==> src/hdl/qrs_pkg.sv <==
// ============================================================================
// qrs_pkg
// Shared types, constants and helper functions of the QRS peak detector.
// ============================================================================
package qrs_pkg;

    // Sizes of the stores.
    localparam int PEAK_RING_DEPTH  = 128;
    localparam int RR_HISTORY_DEPTH = 8;
    localparam int PEAK_AW          = $clog2(PEAK_RING_DEPTH);
    localparam int STEP_W           = $clog2(PEAK_RING_DEPTH + 1);
    localparam int HIST_AW          = $clog2(RR_HISTORY_DEPTH);
    localparam int FILL_W           = $clog2(RR_HISTORY_DEPTH + 1);

    // Field widths.
    localparam int SAMPLE_W     = 16;
    localparam int TIME_W       = 32;
    localparam int RR_W         = 16;
    localparam int LEVEL_W      = 16;
    localparam int OUTCOME_W    = 2;
    localparam int PEAK_ENTRY_W = SAMPLE_W + TIME_W;
    localparam int SUM_W        = RR_W + FILL_W;

    // Sequential divider: dividend and divisor widths.
    localparam int DIV_NW = 24;
    localparam int DIV_DW = 8;
    localparam int BND_K_W = 8;

    // Bound scaling: the division by 100 is a multiplication by the rounded-up
    // reciprocal 2^31/100 followed by a shift of 31. This is exact for every
    // product of a 16-bit average and a factor of at most 166.
    localparam int BND_RECIP_W = 25;
    localparam int BND_SHIFT   = 31;
    localparam int BND_PROD_W  = DIV_NW + BND_RECIP_W;
    localparam int BND_Q_W     = BND_PROD_W - BND_SHIFT;
    localparam logic [BND_RECIP_W-1:0] BND_RECIP = 25'd21474837;

    // Configuration port.
    localparam int CFG_AW  = 5;
    localparam int CFG_DW  = 32;
    localparam int CFG_NUM = 7;
    localparam int CFG_IW  = 3;

    localparam logic [CFG_IW-1:0] CFG_INIT_SIGNAL   = 3'd0;
    localparam logic [CFG_IW-1:0] CFG_INIT_NOISE    = 3'd1;
    localparam logic [CFG_IW-1:0] CFG_INIT_THR_HIGH = 3'd2;
    localparam logic [CFG_IW-1:0] CFG_INIT_THR_LOW  = 3'd3;
    localparam logic [CFG_IW-1:0] CFG_INIT_RR_LOW   = 3'd4;
    localparam logic [CFG_IW-1:0] CFG_INIT_RR_HIGH  = 3'd5;
    localparam logic [CFG_IW-1:0] CFG_INIT_RR_MISS  = 3'd6;

    // Outcome codes.
    localparam logic [OUTCOME_W-1:0] OUTC_NONE   = 2'd0;
    localparam logic [OUTCOME_W-1:0] OUTC_RPEAK  = 2'd1;
    localparam logic [OUTCOME_W-1:0] OUTC_SEARCH = 2'd2;

    // Bound index codes.
    localparam logic [1:0] BND_LOW  = 2'd0;
    localparam logic [1:0] BND_HIGH = 2'd1;
    localparam logic [1:0] BND_MISS = 2'd2;

    typedef enum logic [3:0] {
        ST_IDLE,
        ST_EVAL,
        ST_SEARCH,
        ST_SUM,
        ST_AVG_GO,
        ST_AVG_WAIT,
        ST_MUL,
        ST_BND_GO,
        ST_BND_WAIT,
        ST_RETUNE,
        ST_OUT
    } t_state;

    typedef struct packed {
        logic load_sample;
        logic eval;
        logic search;
        logic sum;
        logic avg_go;
        logic avg_wait;
        logic mul;
        logic bnd_go;
        logic bnd_wait;
        logic retune;
        logic load_out;
    } t_dp_cmd;

    typedef struct packed {
        logic is_peak;
        logic above_high;
        logic in_window;
        logic above_miss;
        logic found;
        logic exhausted;
        logic sum_last;
        logic div_done;
        logic bnd_last;
    } t_dp_status;

    typedef struct packed {
        logic              we;
        logic [CFG_IW-1:0] idx;
        logic [15:0]       data;
    } t_cfg_wr;

    function automatic logic [15:0] cfg_reset_value(input logic [CFG_IW-1:0] idx);
        logic [15:0] v;
        unique case (idx)
            CFG_INIT_RR_HIGH: v = 16'hFFFF;
            CFG_INIT_RR_MISS: v = 16'hFFFF;
            default:          v = 16'h0000;
        endcase
        return v;
    endfunction

    function automatic logic [15:0] sat16(input logic [31:0] v);
        return (v > 32'd65535) ? 16'hFFFF : v[15:0];
    endfunction

    // (x + 7*level) / 8, truncated.
    function automatic logic [LEVEL_W-1:0] level_update(input logic [SAMPLE_W-1:0] x,
                                                        input logic [LEVEL_W-1:0] level);
        logic [LEVEL_W+2:0] s;
        s = {3'b000, x} + ({level, 3'b000} - {3'b000, level});
        return s[LEVEL_W+2:3];
    endfunction

    function automatic logic [BND_K_W-1:0] bnd_factor(input logic [1:0] idx);
        logic [BND_K_W-1:0] k;
        case (idx)
            BND_LOW:  k = 8'd92;
            BND_HIGH: k = 8'd116;
            BND_MISS: k = 8'd166;
            default:  k = 8'd0;
        endcase
        return k;
    endfunction

endpackage

==> src/hdl/qrs_ctrl.sv <==
// ============================================================================
// qrs_ctrl
// Sequencer of the detector: steps the datapath through one word at a time.
// ============================================================================
module qrs_ctrl (
    input  logic                i_clk,
    input  logic                i_rst_n,
    input  logic                i_in_valid,
    input  logic                i_out_stall,
    input  qrs_pkg::t_dp_status i_status,
    output qrs_pkg::t_dp_cmd    o_cmd,
    output logic                o_in_stall,
    output logic                o_out_valid
);
    import qrs_pkg::*;

    t_state r_state, n_state;
    logic   r_out_valid, n_out_valid;

    always_ff @(posedge i_clk) begin
        if (!i_rst_n) begin
            r_state     <= ST_IDLE;
            r_out_valid <= 1'b0;
        end else begin
            r_state     <= n_state;
            r_out_valid <= n_out_valid;
        end
    end

    always_comb begin
        n_state     = r_state;
        o_cmd       = '0;
        n_out_valid = r_out_valid & i_out_stall;
        unique case (r_state)
            ST_IDLE: begin
                if (i_in_valid) begin
                    o_cmd.load_sample = 1'b1;
                    n_state = ST_EVAL;
                end
            end
            ST_EVAL: begin
                o_cmd.eval = 1'b1;
                if (!i_status.is_peak) begin
                    n_state = ST_OUT;
                end else if (!i_status.above_high) begin
                    n_state = ST_RETUNE;
                end else if (i_status.in_window) begin
                    n_state = ST_SUM;
                end else if (i_status.above_miss) begin
                    n_state = ST_SEARCH;
                end else begin
                    n_state = ST_OUT;
                end
            end
            ST_SEARCH: begin
                o_cmd.search = 1'b1;
                if (i_status.found) begin
                    n_state = ST_SUM;
                end else if (i_status.exhausted) begin
                    n_state = ST_OUT;
                end
            end
            ST_SUM: begin
                o_cmd.sum = 1'b1;
                if (i_status.sum_last) begin
                    n_state = ST_AVG_GO;
                end
            end
            ST_AVG_GO: begin
                o_cmd.avg_go = 1'b1;
                n_state = ST_AVG_WAIT;
            end
            ST_AVG_WAIT: begin
                o_cmd.avg_wait = 1'b1;
                if (i_status.div_done) begin
                    n_state = ST_MUL;
                end
            end
            ST_MUL: begin
                o_cmd.mul = 1'b1;
                n_state = ST_BND_GO;
            end
            ST_BND_GO: begin
                o_cmd.bnd_go = 1'b1;
                n_state = ST_BND_WAIT;
            end
            ST_BND_WAIT: begin
                o_cmd.bnd_wait = 1'b1;
                n_state = i_status.bnd_last ? ST_RETUNE : ST_MUL;
            end
            ST_RETUNE: begin
                o_cmd.retune = 1'b1;
                n_state = ST_OUT;
            end
            ST_OUT: begin
                if (!r_out_valid || !i_out_stall) begin
                    o_cmd.load_out = 1'b1;
                    n_out_valid = 1'b1;
                    n_state = ST_IDLE;
                end
            end
            default: begin
                n_state = ST_IDLE;
            end
        endcase
    end

    assign o_in_stall  = (r_state != ST_IDLE);
    assign o_out_valid = r_out_valid;
endmodule

==> config.mk <==
export PLATFORM = sky130hd
export DESIGN_NAME = qrs_ctrl
export DESIGN_NICKNAME = d
export VERILOG_FILES = /design/src/hdl/qrs_pkg.sv /design/src/hdl/qrs_ctrl.sv
export SDC_FILE = /design/constraint.sdc
export NUM_CORES = 1
export LEC_CHECK = 0
export BUFFER_PORTS_ARGS = -buffer_cell sky130_fd_sc_hd__clkbuf_2
export CAP_MARGIN = 20
export CORE_AREA = 4 4 41 43
export DETAILED_ROUTE_END_ITERATION = 10
export DIE_AREA = 0 0 45 47
export GPL_TIMING_DRIVEN = 0
export PLACE_DENSITY = 0.8
export SLEW_MARGIN = 10
export SYNTH_ARGS = -nofsm -noshare
export SYNTH_HDL_FRONTEND = slang
export SYNTH_SLANG_ARGS = --single-unit
==> constraint.sdc <==
create_clock -name i_clk -period 3.95 [get_ports i_clk]
set_input_delay 0.79 -clock i_clk [delete_from_list [all_inputs] [get_ports i_clk]]
set_output_delay 0.79 -clock i_clk [all_outputs]
set_load 0.01 [all_outputs]
Word-level counts from Yosys, hierarchy flattened
Index checks and enable logic that the tools add are counted.
Word-level totals
  register bits: 5
  word-level logic and storage cells: 51
Operators by class
  equality and inequality tests: 15
  mux-type cells: 27
  bitwise operators: 1
  reductions and logical operators: 6
Operators by type and width (number)
  2-to-1 mux 4 bit: 11
  case mux 4 bit (11 select lines): 1
  equality test 4 x 3 -> 1 bit (second input constant): 4
  2-to-1 mux 1 bit: 15
  equality test 4 bit (second input constant): 3
  equality test 4 x 2 -> 1 bit (second input constant): 2
  != test 2 bit (second input constant): 4
  AND reduction 5 bit: 1
  equality test 4 x 1 -> 1 bit (second input constant): 1
  zero test 4 bit: 1
  nonzero test 4 bit: 1
  != test 3 bit (second input constant): 1
  zero test 1 bit: 2
  bitwise AND 1 bit: 1
  logical OR 1 bit: 1

Depth between registers and ports, before layout
  depth in word-level cells: 5
  gate-level depth with buffers: 6

Worst setup path after synthesis
No wires, ideal clock.
  path kind: reg-to-output
  from: register r_state[2]
  to: output port o_cmd[4] (netlist bit)
  data arrival time: 1071 ps
  setup slack: 2089 ps
  cell stages (with the launch flop): 4
  buffers on the path: 1
  cell sequence: dfxtp_1 > clkbuf_1 > nand2_1 > nor3_1
RTL lines
  start, declared: RTL line qrs_ctrl.sv:17  | t_state r_state, n_state;
  start signal, assigned: RTL line qrs_ctrl.sv:25  | r_state <= n_state;
  end, declared: RTL line qrs_ctrl.sv:11  | output qrs_pkg::t_dp_cmd o_cmd,

==> results.sh <==
export IMPL_fp_dieArea_sq_um=2120
export IMPL_post_synth_top_count_cell="sky130_fd_sc_hd__nor2_1"
export IMPL_initial_standard_cell_utilization_of_the_core_pct=42.9
export IMPL_area_growth_synth_to_final_pct=30.7
export IMPL_max_freq_mhz=420
export IMPL_drive_gt1_share_pct=38.2
export IMPL_critPathBufInv=2
export IMPL_cts_tree="yes"
export IMPL_worst_ep_arrival_time_ps=1590
export IMPL_hold_viol=0
export IMPL_power_density_nw_per_um2=713
export IMPL_crit_path_start_kind="flip-flop"
export IMPL_family_with_the_most_delay_on_the_worst_path="buffers and inverters"
export IMPL_netlist_top_cells_count="sky130_fd_sc_hd__nor2_1 (8), sky130_fd_sc_hd__a21oi_1 (6), sky130_fd_sc_hd__dfxtp_1 (5)"
export IMPL_number_of_placed_instances_with_taps_included=113
export IMPL_antenna_found_initial=0
export IMPL_gpl_final_weighted_congestion=0.914
export IMPL_cts_inserted_buffers=3
export IMPL_cp_depth=4
export IMPL_r2r_cells=4
export IMPL_port_buffers=25
export IMPL_dominant_combinational_cell_family_by_area_after_synthesis="simple AND/OR/NAND/NOR gates"
export IMPL_timing_hold_worst_class="reg -> reg"
export IMPL_static_leakage_power_uw=0.000340
export IMPL_io_pins=26
export IMPL_criticalPathCategory="reg -> out"
export IMPL_netlist_area_sq_um=558
export IMPL_ant_nets=0
export IMPL_final_setup_viol_count=0
export IMPL_crit_path_end_kind="output port"
export IMPL_core_area_sq_um=1300
export IMPL_ir_worst_vdd_v=0.000323
export IMPL_routed_wl_um=1500
export IMPL_syn_avg_cell_area_sq_um=7.64
export IMPL_dr_pass1_iters=4
export IMPL_critical_path_required_ps=3160
export IMPL_clock_transition_at_the_register_clock_pins_on_the_worst_setup_and_hold_paths_after_cts_ps=50
export IMPL_ys_ff_latch=5
export IMPL_min_path_cells=2
export IMPL_post_synth_fa_ha_maj_area_fraction_pct=0
export IMPL_grt_start_max_net_pins=11
export IMPL_final_nets=116
export IMPL_cts_buffer_depth=2
export IMPL_outcome="finished, final reports clean"
export IMPL_gr_total_overflow=0
export IMPL_final_critical_path_setup_slack_ps=1570
export IMPL_die_h_um=47
export IMPL_dr_total_vias=667
export IMPL_dp_slack_ps=1830
export IMPL_ctsRootBufferMaster="sky130_fd_sc_hd__clkbuf_4"
export IMPL_cts_repair_resize_count=0
export IMPL_post_synth_xor_area_fraction_pct=0
export IMPL_clock_sink_count=5
export IMPL_chain_of_cells_forming_the_critical_path="clkbuf_1, nor2b_1, and3_1, clkbuf_2"
export IMPL_cts_max_level=1
export IMPL_clk_insertion_delay_late_ps=240
export IMPL_setup_bufs_post_cts=0
export IMPL_dr_first_iter_drc_count=10
export IMPL_drc=0
export IMPL_post_synth_top_area_fraction_pct=17.9
export IMPL_crit_path_largest_cell_delay_ps=410
export IMPL_final_max_slew_violation_count=0
export IMPL_synth_nets=86
export IMPL_yosys_warnings=0
export IMPL_yosys_mux_area_fraction_pct=1.79
export IMPL_fin_cells=117
export IMPL_wire_per_inst_um=12.8
export IMPL_final_min_clock_period_ps=2380
export IMPL_synthArstFlopShare_pct=0
export IMPL_sequential_element_share_of_the_synthesized_area_pct=17.9
export IMPL_first_global_vias=575
export IMPL_dp_final_hpwl_um=1200
export IMPL_detail_route_vias_per_cell=5.70
export IMPL_timing_clock_skew_ps=5.51
export IMPL_synth_simple_gate_area_share_pct=36.1
export IMPL_post_synth_top_area_cell="sky130_fd_sc_hd__dfxtp_1"
export IMPL_rsz0062_at_grt="false"
export IMPL_synthesis_instances=73
export IMPL_crit_slowest_cell="sky130_fd_sc_hd__dfxtp_1"
export IMPL_synth_top_flop_cell="sky130_fd_sc_hd__dfxtp_1"
export IMPL_grt_pass1_wl_um=2350
export IMPL_timing_max_cap_violations=0
export IMPL_synth_top_cells_by_area="sky130_fd_sc_hd__dfxtp_1 (18%), sky130_fd_sc_hd__a21oi_1 (5.4%), sky130_fd_sc_hd__nor2_1 (5.4%)"
export IMPL_gr_usage_all_layers_pct=14.5
export IMPL_die_w_um=45
export IMPL_placementRows=13
export IMPL_layout_worst_path_cycle_share_pct=60.2
export IMPL_relSlewSlack_pct=72.4
export IMPL_tns_ps=0
export IMPL_timing_critical_path_fanout_max=10
export IMPL_synth_cell_type_count=36
export IMPL_cts_hold_repair_buffers=0
export IMPL_synth_edff_count=0
export IMPL_worst_pin_slew_ps=411
export IMPL_synth_compound_area_share_pct=35.9
export IMPL_antenna_cells=0
## metrics by stage
stage	area [sq um]	utilization (%)	total power, uW	hold slack [ps]
global route	729	56.1	562	573
detailed placement	702	53.9	462	528
global placement	702	53.9	452	522
floorplan	558	-	361	538
CTS	729	56.1	522	534
finish	729	56.1	520	540
## sequential cells by signal, summed over array words and instances (netlist names)
signal and flops:
r_state 4, o_out_valid 1
## path summary, 6_finish.rpt
| kind | slack, ps | start | to |
|---|---|---|---|
| worst max-delay path | 1570 | r_state[1]$_SDFFE_PN0P_ | o_cmd[7] |
| worst min-delay path | 540 | o_out_valid$_SDFF_PN0_ | o_out_valid$_SDFF_PN0_ |
| worst min register to register | 540 | o_out_valid$_SDFF_PN0_ | o_out_valid$_SDFF_PN0_ |
| worst max register to register | 2320 | r_state[2]$_SDFFE_PN0P_ | r_state[2]$_SDFFE_PN0P_ |
## cells by family (layout without fill, tap and decap cells)
family	Yosys count	after routing
and+or+nand+nor	33	33
buffers and inverters	10	39
DFF	5	5
muxes	1	1
AOI/OAI and AO/OA	24	24
## where the power goes
part	internal (uW)	switching, uW	total (uW)	leakage [uW]
sequential	69.6	28.5	98.1	0.0000409
combinational	158	207	365	0.000281
clock	36.5	20.0	56.5	0.0000177
## final cells by class
class	instances	area, sq um
multi-input cells	58	412
flip-flops and latches	5	100
plain buffers	5	27.5
fillers	131	572
inverters	5	18.8
well taps	15	18.8
clock inverters	1	5.00
clock buffers	3	22.5
repair buffers	25	125
## cells in the final DEF, fill, tap and decap left out, drive strengths merged, types with 2 or more instances in the layout
cell | netlist | layout
a21oi | 6 | 6
a22o | 2 | 2
and3 | 4 | 4
buf | 2 | 2
clkbuf | 3 | 31
dfxtp | 5 | 5
inv | 5 | 5
nand2 | 4 | 4
nand2b | 3 | 3
nor2 | 8 | 8
nor2b | 2 | 2
nor3 | 6 | 6
o21ai | 2 | 2
o22ai | 3 | 3
## per-layer routing
layer  part of all wire (%)  track usage [%]  vias up
met5                      0                0        -
met4                    2.1             4.68        0
met2                     51             26.6       24
met3                    5.5            0.383        6
met1                     41             18.3      298
li1                       -                -      339
## worst reg2reg max path, delay by kind of cell, from the launching register on
kind | cells | cell delay (ps)
AND/OR/NAND/NOR | 2 | 690
AO/OA/AOI/OAI | 2 | 440
flip-flops | 1 | 380
Note: power is estimated with default switching activity, not from simulation.
